File: src/hw/rtl/kfei_pkg.sv
// shared types, constants and sine table builder for the keyframe easing interpolator
package kfei_pkg;

  localparam int KEYS_PER_TRACK_DEF = 16;
  localparam int TRACKS             = 3;
  localparam int SINE_TABLE_SIZE    = 256;
  localparam int IN_TDATA_W         = 168;
  localparam int OUT_TDATA_W        = 96;
  localparam int CFG_ADDR_W         = 2;
  localparam int CFG_DATA_W         = 16;
  localparam int CNT_W              = 5;
  localparam int FRAC_STEPS         = 16;

  localparam logic [15:0] SPEED_RESET = 16'd256;
  localparam logic [16:0] ONE_Q16     = 17'h10000;
  localparam logic [63:0] HALF_PI_Q30 = 64'd1686629713;
  localparam logic [63:0] TAYLOR_DIV [8] = '{64'd6, 64'd20, 64'd42, 64'd72,
                                             64'd110, 64'd156, 64'd210, 64'd272};

  // configuration register indexes
  localparam logic [CFG_ADDR_W-1:0] REG_SPEED    = 2'd0;
  localparam logic [CFG_ADDR_W-1:0] REG_POS_CNT  = 2'd1;
  localparam logic [CFG_ADDR_W-1:0] REG_ROT_CNT  = 2'd2;
  localparam logic [CFG_ADDR_W-1:0] REG_SCL_CNT  = 2'd3;

  // item kinds
  localparam logic [1:0] ACT_LOAD   = 2'd0;
  localparam logic [1:0] ACT_TICK   = 2'd1;
  localparam logic [1:0] ACT_TOGGLE = 2'd2;

  // easing modes
  localparam logic [1:0] EASE_LINEAR = 2'd0;
  localparam logic [1:0] EASE_IN     = 2'd1;
  localparam logic [1:0] EASE_OUT    = 2'd2;
  localparam logic [1:0] EASE_INOUT  = 2'd3;

  typedef struct packed {
    logic [31:0] delta_time;
    logic [1:0]  easing;
    logic [31:0] key_z;
    logic [31:0] key_y;
    logic [31:0] key_x;
    logic [31:0] key_time;
    logic [3:0]  key_index;
    logic [1:0]  track;
  } in_data_t;

  typedef struct packed {
    logic [1:0]  easing;
    logic [31:0] z;
    logic [31:0] y;
    logic [31:0] x;
    logic [31:0] t;
  } key_t;

  typedef enum logic [3:0] {
    S_IDLE, S_TIME, S_TRK, S_SRD, S_SCHK, S_CAPS, S_CAPE, S_DIV,
    S_EASE1, S_EASE2, S_BMUL, S_BOUT, S_EMIT
  } state_t;

  typedef struct packed {
    logic load_wr;
    logic mul_time;
    logic add_time;
    logic trk_first;
    logic trk_next;
    logic srch_init;
    logic srch_step;
    logic rd_pick;
    logic cap_s;
    logic hold;
    logic cap_e;
    logic div_step;
    logic ease1;
    logic ease2;
    logic blend_mul;
    logic blend_out;
  } cmd_t;

  typedef struct packed {
    logic trk_empty;
    logic trk_last;
    logic out_last;
    logic e_lt_cnt;
    logic key_le_time;
    logic at_end;
    logic div_done;
    logic comp_last;
  } sts_t;

  typedef logic [16:0] sine_tab_t [0:SINE_TABLE_SIZE];

  // quarter-wave sine in q1.16 from a nine-term series in q2.30
  function automatic sine_tab_t build_sine_table();
    sine_tab_t   tab;
    logic [63:0] x;
    logic [63:0] x2;
    logic [63:0] term;
    logic [63:0] sum;
    logic [63:0] e;
    for (int i = 0; i <= SINE_TABLE_SIZE; i++) begin
      x    = HALF_PI_Q30 * 64'(i) / SINE_TABLE_SIZE;
      x2   = (x * x) >> 30;
      term = x;
      sum  = x;
      for (int k = 0; k < 8; k++) begin
        term = ((term * x2) >> 30) / TAYLOR_DIV[k];
        if ((k % 2) == 0) begin
          sum = (sum >= term) ? sum - term : 64'd0;
        end else begin
          sum = sum + term;
        end
      end
      e = (sum + 64'd8192) >> 14;
      tab[i] = (e > 64'(ONE_Q16)) ? ONE_Q16 : e[16:0];
    end
    return tab;
  endfunction

endpackage

File: src/hw/rtl/kfei_ctrl.sv
// controller state machine sequencing key search, division, easing and blend
module kfei_ctrl (
  input  logic              clk,
  input  logic              rst_n,
  input  logic              in_tvalid,
  input  logic [1:0]        in_action,
  output logic              in_tready,
  output logic              out_tvalid,
  input  logic              out_tready,
  input  kfei_pkg::sts_t    sts,
  output kfei_pkg::cmd_t    cmd
);
  import kfei_pkg::*;

  state_t state_r, state_nxt;
  logic   playing_r, playing_nxt;

  always_ff @(posedge clk) begin
    if (!rst_n) begin
      state_r   <= S_IDLE;
      playing_r <= 1'b1;
    end else begin
      state_r   <= state_nxt;
      playing_r <= playing_nxt;
    end
  end

  always_comb begin
    state_nxt   = state_r;
    playing_nxt = playing_r;
    cmd         = '0;
    in_tready   = 1'b0;
    out_tvalid  = 1'b0;
    unique case (state_r)
      S_IDLE: begin
        in_tready = 1'b1;
        if (in_tvalid) begin
          case (in_action)
            ACT_LOAD:   cmd.load_wr = 1'b1;
            ACT_TOGGLE: playing_nxt = !playing_r;
            ACT_TICK: begin
              if (playing_r) begin
                cmd.mul_time = 1'b1;
                state_nxt    = S_TIME;
              end
            end
            default: ;
          endcase
        end
      end
      S_TIME: begin
        cmd.add_time  = 1'b1;
        cmd.trk_first = 1'b1;
        state_nxt     = S_TRK;
      end
      S_TRK: begin
        if (sts.trk_empty) begin
          if (sts.trk_last) begin
            state_nxt = S_IDLE;
          end else begin
            cmd.trk_next = 1'b1;
          end
        end else begin
          cmd.srch_init = 1'b1;
          state_nxt     = S_SRD;
        end
      end
      S_SRD: begin
        if (sts.e_lt_cnt) begin
          state_nxt = S_SCHK;
        end else begin
          cmd.rd_pick = 1'b1;
          state_nxt   = S_CAPS;
        end
      end
      S_SCHK: begin
        if (sts.key_le_time) begin
          cmd.srch_step = 1'b1;
          state_nxt     = S_SRD;
        end else begin
          cmd.rd_pick = 1'b1;
          state_nxt   = S_CAPS;
        end
      end
      S_CAPS: begin
        cmd.cap_s = 1'b1;
        if (sts.at_end) begin
          cmd.hold  = 1'b1;
          state_nxt = S_EMIT;
        end else begin
          state_nxt = S_CAPE;
        end
      end
      S_CAPE: begin
        cmd.cap_e = 1'b1;
        state_nxt = S_DIV;
      end
      S_DIV: begin
        if (sts.div_done) begin
          state_nxt = S_EASE1;
        end else begin
          cmd.div_step = 1'b1;
        end
      end
      S_EASE1: begin
        cmd.ease1 = 1'b1;
        state_nxt = S_EASE2;
      end
      S_EASE2: begin
        cmd.ease2 = 1'b1;
        state_nxt = S_BMUL;
      end
      S_BMUL: begin
        cmd.blend_mul = 1'b1;
        state_nxt     = S_BOUT;
      end
      S_BOUT: begin
        cmd.blend_out = 1'b1;
        state_nxt     = sts.comp_last ? S_EMIT : S_BMUL;
      end
      S_EMIT: begin
        out_tvalid = 1'b1;
        if (out_tready) begin
          if (sts.out_last) begin
            state_nxt = S_IDLE;
          end else begin
            cmd.trk_next = 1'b1;
            state_nxt    = S_TRK;
          end
        end
      end
      default: state_nxt = S_IDLE;
    endcase
  end

endmodule

File: config.mk
export PLATFORM = sky130hd
export DESIGN_NAME = kfei_ctrl
export DESIGN_NICKNAME = d
export VERILOG_FILES = /design/src/hw/rtl/kfei_pkg.sv /design/src/hw/rtl/kfei_ctrl.sv
export SDC_FILE = /design/constraint.sdc
export NUM_CORES = 1
export LEC_CHECK = 0
export ABC_AREA = 1
export BUFFER_PORTS_ARGS = -buffer_cell sky130_fd_sc_hd__buf_4
export CORE_MARGIN = 10
export CORE_UTILIZATION = 35
export DETAILED_ROUTE_END_ITERATION = 10
export GPL_TIMING_DRIVEN = 0
export HOLD_SLACK_MARGIN = 0.12
export PLACE_DENSITY = 0.76
export SYNTH_ARGS = -nofsm -noshare
export SYNTH_HDL_FRONTEND = slang
export SYNTH_SLANG_ARGS = --single-unit
File: constraint.sdc
create_clock -name clk -period 1.8 [get_ports clk]
set_input_delay 0.36 -clock clk [delete_from_list [all_inputs] [get_ports clk]]
set_output_delay 0.36 -clock clk [all_outputs]
set_load 0.005 [all_outputs]
### Word level (Yosys, flattened, before mapping)

Cells that the tools add are included.

| word-level totals | value |
|---|---|
| word-level logic and storage cells | 69 |
| output and inout bits | 18 |
| input port bits | 14 |
| register bits | 5 |

| cells by class | value |
|---|---|
| eq/ne operators | 20 |
| reductions and logical operators | 5 |
| multiplexer cells | 42 |

Operator list:

| operator | count |
|---|---|
| case mux 4 bit (13 select lines) | 1 |
| 2-to-1 mux 4 bit | 8 |
| 2-to-1 mux 1 bit | 24 |
| == test 4 bit, second input constant | 5 |
| == test 4 x 3 -> 1 bit, second input constant | 4 |
| 2-to-1 mux 2 bit | 5 |
| == test 4 x 2 -> 1 bit, second input constant | 2 |
| != test 2 bit, second input constant | 4 |
| 2-to-1 mux 3 bit | 2 |
| AND reduction 6 bit | 1 |
| == test 4 x 1 -> 1 bit, second input constant | 1 |
| logical NOT 4 bit | 1 |
| case mux 1 bit (2 select lines) | 2 |
| != test 3 bit, second input constant | 1 |
| AND reduction 3 bit | 1 |
| == test 2 x 1 -> 1 bit, second input constant | 1 |
| == test 2 bit, second input constant | 1 |
| logical NOT 2 bit | 1 |
| != test 2 x 1 -> 1 bit, second input constant | 1 |
| logical NOT 1 bit | 1 |

### Depth between registers and ports, before layout

Gate-level depths: netlist (run 1).

| depth | value |
|---|---|
| depth after elaboration | 4 |
| mapped depth | 9 |
| gate-level depth less buffers | 9 |

### Worst setup path after synthesis (run 1)

OpenSTA, ideal clock, no wires.

| path | value |
|---|---|
| path kind | reg-to-output |
| start | register state_r[2] |
| end | output port cmd[15] (netlist bit) |
| path slack | 469 ps |
| cell stages (with the launch flop) | 6 |
| buffers on the path | 0 |
| arrival time | 971 ps |
| required time | 1440 ps |
| cells stage by stage | dfxtp_1 nor2_2 inv_2 nor2_4 inv_1 nor4_1 |

RTL lines:

| item | line | text |
|---|---|---|
| start, declared | kfei_ctrl.sv:15 | `state_t state_r, state_nxt;` |
| start signal, assigned | kfei_ctrl.sv:23 | `state_r <= state_nxt;` |
| end, declared | kfei_ctrl.sv:11 | `output kfei_pkg::cmd_t cmd` |

==> parameters.txt, run 1 <==
Parameter                              Value

Floorplanning
  Effective utilization at floorplan    ~36%
  Die height    59.12 um
  Std-Cell Core Area    between 1000 and 1500 um^2
  Placement Rows    14
  Area of the die    3495 um^2
  Total I/O pin count    32
  Horizontal die dimension    59.12 um

Place
  Final estimated routing congestion in global placement    about 0.86
  Worst slack after detailed placement    around 250 ps
  Port Buf Inserts    31
  Post-DP HPWL    between 1000 and 1500 um

GRT
  First-pass GRT wire length    roughly 2800 um
  Grt ovf    0
  Overall global routing resource usage    roughly a tenth
  Number of global-route vias before repair    670
  Maximum number of pins on one net before global-route repair    8
  Antenna violations before repair    0

Detailed routing
  Final routed DRC violation total    0
  Number of vias per cell    between 4 and 5
  Metal2 WL    slightly below 900 um
  Met1 layer wirelength in the final routing    654 um
  Number of DRC markers in iteration 0    11
  Number of nets still failing antenna checks after routing    0
  Initial DRT Pass Iterations    4
  Wire length per cell    ~11 um
  Metal3 WL    approximately 130 um
  Via Count    around 700
  Max layer used    met3
  Total Routed Length    between 1500 and 2000 um

Setup path
  Cells traversed along the worst timing path    nor2_4 > inv_2 > nor2_4 > inv_1 > nor4_1 > buf_4
  Register-to-register setup slack    approximately 530 ps
  Worst Path Arrival    roughly 1400 ps
  Start point of the critical path    state_r[2]
  Worst Reg-to-Reg Cells    7
  Category of the worst setup path capture point    output pin
  Crit path largest cell delay    approximately 350 ps
  Critical Path Start Type    register
  Endpoint required time on the critical path    around 1400 ps
  Cell with the biggest individual delay on the critical path    sky130_fd_sc_hd__dfxtp_2
  CP most frequent cell    sky130_fd_sc_hd__nor2_4
  Type of the worst setup path    register to output pin
  Top fanout value on the critical path    5
  Launching point of the worst reg2reg path    state_r[0]

Clocking
  TritonCTS clock tree    yes
  # hold bufs at CTS    0
  H-tree Lvls    1
  Clk root buf    sky130_fd_sc_hd__clkbuf_4
  Post_cts resized    1
  Clock network latency to the later pin of the worst-skew pair    230 ps
  Clock slew at the register clock pins of the worst setup and hold paths    40 ps
  Total CTS buffers    3
  Count of buffers added by post-CTS timing repair for setup    0
  Clock sink count    5
  Maximum count of clock buffers along a single path    2

Yosys
  Fraction of registers with async set/reset    0%
  Number of register bits inferred by synthesis    5
  Sequential cell area fraction in the yosys report    a little under a fifth
  Area share of fa/ha/maj cells after synthesis    0%
  Combinational family with the most area after synthesis    simple AND/OR/NAND/NOR gates
  Synthesized cell area    between 500 and 600 um^2
  Count of warnings emitted by yosys    0
  Cells after synthesis    100
  Number of distinct standard cells referenced by the synthesized netlist    19
  Area fraction in compound gates after synthesis    roughly an eighth
  Post-synthesis net count    approximately 110
  XOR/XNOR Fraction of Synth Area    0%
  Average cell area after synthesis    between 5 and 6 um^2
  Share of cell area taken by muxes after synthesis    0%
  Predominant post-synthesis flop cell    sky130_fd_sc_hd__dfxtp_1
  Synth Area in Simple Gates    between 50% and 60%
  Number of enable-type register cells in the synthesized netlist    0

Status
  Run status    complete, no violations

Timing
  Total count of hold-check failures in the final report    0
  Setup_tns    0 ps
  Time the worst path needs with I/O delays and setup    ~1700 ps
  Setup repair after global routing missed its margin    false
  Final Max Slew Viols    0
  Minimum setup slack in the final design    between 80 and 90 ps
  Relative max-transition margin    ~84%
  Post-route clock skew    2.166 ps
  Slew @ Worst Pin    around 240 ps
  Final period util    between 90% and 100%
  Number of endpoints failing setup at the final stage    0
  Fmax    a little under 0.6 GHz

Power and ir drop
  Reported leakage power    0.0005031 uW
  Max VDD drop    0.5373 mV
  Power density of the placed cells    about 410 nW/um^2

Worst hold path
  Hold Crit Start    out_tready
  Hold crit path type    input pin to register
  Worst Hold Depth    4

Finish
  Most common cell after layout, fill and taps aside    sky130_fd_sc_hd__buf_4
  Fraction of layout cells with a size suffix above 1    between 30 and 40%
  Ant diodes    0
  Synthesis-to-layout area growth    53.50%
  Post-layout net count    150
  Leading cell types in the layout, fill and taps excluded    sky130_fd_sc_hd__buf_4, sky130_fd_sc_hd__nand2_1, sky130_fd_sc_hd__inv_1

Job
  Max-cap viol count    0
==> metal layers <==
| layer | vias to the layer above | track usage (%) |
|---|---|---|
| li1 | 378 | - |
| met1 | 315 | 9.964 |
| met2 | 19 | 17.57 |
| met3 | 0 | 4.292 |
| met4 | 0 | 1.639 |
| met5 | - | 0 |
==> cell type report <==
class / instances / area (um^2)
clock buffer: 4 / 26.28
fill: 166 / 649.4
multi-input combinational: 70 / 342.8
timing repair buffer: 31 / 232.7
tap: 16 / 20.02
sequential: 5 / 102.6
buffer: 1 / 7.507
inverter: 24 / 90.09
==> per-stage QoR <==
stage | cell area [um^2] | total power (uW) | util [%] | hold slack [ps] | cells
after floorplan | 535.5 | 167.3 | - | 445.7 | 100
after global placement | 788.3 | 211.3 | 53.57 | 477.8 | 147
after detailed placement | 788.3 | 213.3 | 53.57 | 471.0 | 147
after CTS | 819.5 | 341.1 | 55.70 | 418.0 | 151
after global routing | 822.0 | 362.7 | 55.87 | 425.4 | 151
final | 822.0 | 335.5 | 55.87 | 422.6 | 151
==> registers in the layout (all words and copies together), names as in the netlist <==
signal and flops:
playing_r 1, state_r 4
==> worst paths after layout <==
path                                   end
worst min register to register   playing_r
worst max register to register  state_r[3]
worst max-delay path               cmd[15]
worst min-delay path            state_r[3]
==> logic make-up after synthesis <==
kind of cell / after synthesis
and+or+nand+nor: 57
buffers and inverters: 25
AOI/OAI and AO/OA: 13
DFF: 5
==> synth_stat cells (2+ instances only) <==
cell | count | area (um^2)
sky130_fd_sc_hd__a21oi_1 | 6 | 30.03
sky130_fd_sc_hd__dfxtp_1 | 5 | 100.1
sky130_fd_sc_hd__inv_1 | 20 | 75.07
sky130_fd_sc_hd__inv_2 | 4 | 15.01
sky130_fd_sc_hd__nand2_1 | 21 | 78.83
sky130_fd_sc_hd__nand2_2 | 3 | 18.77
sky130_fd_sc_hd__nand3_1 | 4 | 20.02
sky130_fd_sc_hd__nand3b_1 | 2 | 15.01
sky130_fd_sc_hd__nand4_1 | 2 | 12.51
sky130_fd_sc_hd__nor2_1 | 16 | 60.06
sky130_fd_sc_hd__nor2_2 | 5 | 31.28
sky130_fd_sc_hd__o21ai_0 | 3 | 15.01
sky130_fd_sc_hd__o21ai_1 | 3 | 15.01
==> critical path, delay by kind of cell (launching register included) <==
family,cells,cell delay (ps)
flip-flops,1,350
buffers and inverters,3,300
AND/OR/NAND/NOR,3,470
==> where the power goes <==
part	internal, uW	switching, uW
Clock	83.5	41.1
Combinational	47.1	44.1
Sequential	115	4.79
Total	246	89.9
No activity file was read; power rests on OpenSTA's default activity.
==> run 2: changes to the inputs <==
--- a/config.mk
+++ b/config.mk
@@ -6,13 +6,12 @@
 export NUM_CORES = 1
 export LEC_CHECK = 0
 export ABC_AREA = 1
-export BUFFER_PORTS_ARGS = -buffer_cell sky130_fd_sc_hd__buf_4
 export CORE_MARGIN = 10
 export CORE_UTILIZATION = 35
 export DETAILED_ROUTE_END_ITERATION = 10
-export GPL_TIMING_DRIVEN = 0
+export DONT_BUFFER_PORTS = 1
 export HOLD_SLACK_MARGIN = 0.12
-export PLACE_DENSITY = 0.76
+export PLACE_DENSITY = 0.58
 export SYNTH_ARGS = -nofsm -noshare
 export SYNTH_HDL_FRONTEND = slang
 export SYNTH_SLANG_ARGS = --single-unit
==> run 2 against run 1 <==
Setup slack improved by 100 ps. Critical endpoint is now cmd[11]. Maximum frequency rose by 6.2%. Combinational power is 42% lower. Highest routed layer unchanged.
==> parameters.txt, run 2 (same netlist as run 1, synthesis figures left out) <==
Parameter                              Value

Job
  Max-cap viol count    0 (unchanged)

Timing
  Final Max Slew Viols    0 (unchanged)
  Relative max-transition margin    83.08% (-0.63 points)
  Post-route clock skew    0.1442 ps (-2.022 ps)
  Setup repair after global routing missed its margin    false
  Final period util    89.76% (-5.6 points)
  Number of endpoints failing setup at the final stage    0 (unchanged)
  Time the worst path needs with I/O delays and setup    1616 ps (-100.6 ps)
  Slew @ Worst Pin    251.7 ps (+9.619 ps)
  Fmax    0.6189 GHz (+6.2%)
  Setup_tns    0 ps (unchanged)
  Total count of hold-check failures in the final report    0 (unchanged)

Setup path
  Cell with the biggest individual delay on the critical path    sky130_fd_sc_hd__dfxtp_1
  Critical Path Start Type    register
  Launching point of the worst reg2reg path    state_r[3]
  Worst Reg-to-Reg Cells    6 (-1)
  Type of the worst setup path    register to output pin
  Category of the worst setup path capture point    output pin
  Endpoint required time on the critical path    1440 ps (about the same)
  Register-to-register setup slack    510 ps (-20 ps)
  Endpoint of the most critical register-to-register path    state_r[2]
  Cells traversed along the worst timing path    nand2_1 > inv_1 > nand3b_1 > o21ai_0
  Top fanout value on the critical path    5 (unchanged)
  Crit path largest cell delay    440 ps (+90 ps)
  Worst Path Arrival    1260 ps (-100 ps)

Place
  Final estimated routing congestion in global placement    0.8100 (-5.8%)
  Placed cell area    548.0 um^2 (-30%)
  Port Buf Inserts    0 (-100%)
  Post-DP HPWL    1396 um (-5.9%)

Clocking
  Clock slew at the register clock pins of the worst setup and hold paths    40 ps (about the same)
  Maximum count of clock buffers along a single path    2 (unchanged)
  Clk root buf    sky130_fd_sc_hd__clkbuf_4
  TritonCTS clock tree    yes
  Clock sink count    5 (unchanged)
  Total CTS buffers    3 (unchanged)
  # hold bufs at CTS    0 (unchanged)
  H-tree Lvls    1 (unchanged)
  Clock network latency to the later pin of the worst-skew pair    240 ps (about the same)

Floorplanning
  Area of the die    3495 um^2 (unchanged)
  Total I/O pin count    32 (unchanged)
  Std-Cell Core Area    1471 um^2 (unchanged)
  Placement Rows    14 (unchanged)
  Die height    59.12 um (unchanged)
  Effective utilization at floorplan    36.39% (unchanged)
  Horizontal die dimension    59.12 um (unchanged)

Worst hold path
  Worst Hold Depth    2 (-2)
  Hold Crit Start    rst_n
  Hold crit path type    input pin to register
  Worst min-delay path endpoint    state_r[3]

Finish
  Fraction of layout cells with a size suffix above 1    17.48% (-20 points)
  Synthesis-to-layout area growth    9.346%
  Post-layout net count    118 (-21%)
  Max reg flops    4 (unchanged)
  Leading registers by flop count    state_r x4, playing_r x1
  Biggest register    state_r
  Ant diodes    0 (unchanged)
  Most common cell after layout, fill and taps aside    sky130_fd_sc_hd__nand2_1
  Final Instance Area    585.6 um^2 (-29%)
  Leading cell types in the layout, fill and taps excluded    sky130_fd_sc_hd__nand2_1, sky130_fd_sc_hd__inv_1, sky130_fd_sc_hd__nor2_1

Detailed routing
  Initial DRT Pass Iterations    4 (unchanged)
  Number of vias per cell    5.017 (+6.4%)
  Total Routed Length    1575 um (-5.3%)
  Number of DRC markers in iteration 0    17 (+6)
  Wire length per cell    13.24 um (+20%)
  Final routed DRC violation total    0 (unchanged)
  Via Count    597 (-16%)
  Number of nets still failing antenna checks after routing    0 (unchanged)

GRT
  Number of global-route vias before repair    600 (-10%)
  First-pass GRT wire length    2559 um (-7.9%)
  Overall global routing resource usage    9.212% (-0.43 points)
  Grt ovf    0 (unchanged)
  Maximum number of pins on one net before global-route repair    8 (unchanged)
  Antenna violations before repair    0 (unchanged)

Power and ir drop
  Power density of the placed cells    515.1 nW/um^2 (+26%)
  Sum of internal, switching and leakage power    301.6 uW (-10%)
  Reported leakage power    0.0003383 uW (-33%)
  Max VDD drop    0.2785 mV (-48%)

Status
  Run status    complete, no violations
## run 2: changes by cell type in the layout (fill, tap and decap cells not counted)
cell | before | now
sky130_fd_sc_hd__buf_4 | 32 | 0
sky130_fd_sc_hd__dfxtp_1 | 3 | 5
sky130_fd_sc_hd__nor4_1 | 1 | 0
sky130_fd_sc_hd__nor4_2 | 0 | 1
sky130_fd_sc_hd__dfxtp_2 | 2 | 0
## run 2: how the worst max path moves through the flow
| stage | start | end | slack, ps | depth (start not counted) |
|---|---|---|---|---|
| CTS | state_r[2] | cmd[15] | 50 | 5 |
| floorplan | state_r[2] | cmd[15] | 470 | 5 |
| finish | state_r[3] | cmd[11] | 180 | 4 |
| detailed placement | state_r[2] | cmd[15] | 320 | 5 |
| global route | state_r[2] | cmd[15] | 50 | 5 |
| global placement | state_r[2] | cmd[15] | 330 | 5 |
## run 2: through the flow
| step | setup slack [ps] | utilization (%) | hold WS, ps | instances |
|---|---|---|---|---|
| 6_report | 184.3 | 39.80 | 329.7 | 119 |
| 5_1_grt | 45.85 | 39.80 | 340.7 | 119 |
| 4_1_cts | 54.47 | 39.03 | 326.7 | 119 |
| 3_5_place_dp | 320.4 | 37.24 | 473.4 | 115 |
| 3_3_place_gp | 330.3 | 37.24 | 474.5 | 115 |
| 2_1_floorplan | 468.9 | - | 445.7 | 100 |
## run 2: repair_timing
item / CTS / global route
hold endpoints to repair: 0 / 0
endpoints found under the setup margin: 0 / 1
gates resized for setup: 0 / 2
setup buffers: 0 / 0
## run 2: cell type report
class                      instances  area, um^2
fill                             186       885.9
sequential                         5       100.1
multi-input combinational         70       349.1
clock buffer                       4       26.28
tap                               16       20.02
inverter                          24       90.09
## run 2: routing by layer
layer | track usage (%) | up-vias | share of wire, % | wire length [um]
li1 | - | 312 | - | -
met1 | 8.993 | 266 | 39 | 613
met2 | 15.62 | 19 | 51 | 798
met3 | 5.150 | 0 | 10 | 163
met4 | 3.934 | 0 | 0 | 0
met5 | 0 | - | 0 | 0
## run 2: worst max-delay path, delay by kind of cell (launching register included)
kind | cells | cell delay, ps
buf+inv | 1 | 100
flops | 1 | 440
compound gates | 1 | 240
simple gates | 2 | 240
## run 2: where the power goes
| part | internal [uW] | switching, uW |
|---|---|---|
| Combinational | 18.3 | 34.8 |
| Clock | 83.7 | 44.5 |
| Sequential | 115 | 5.21 |
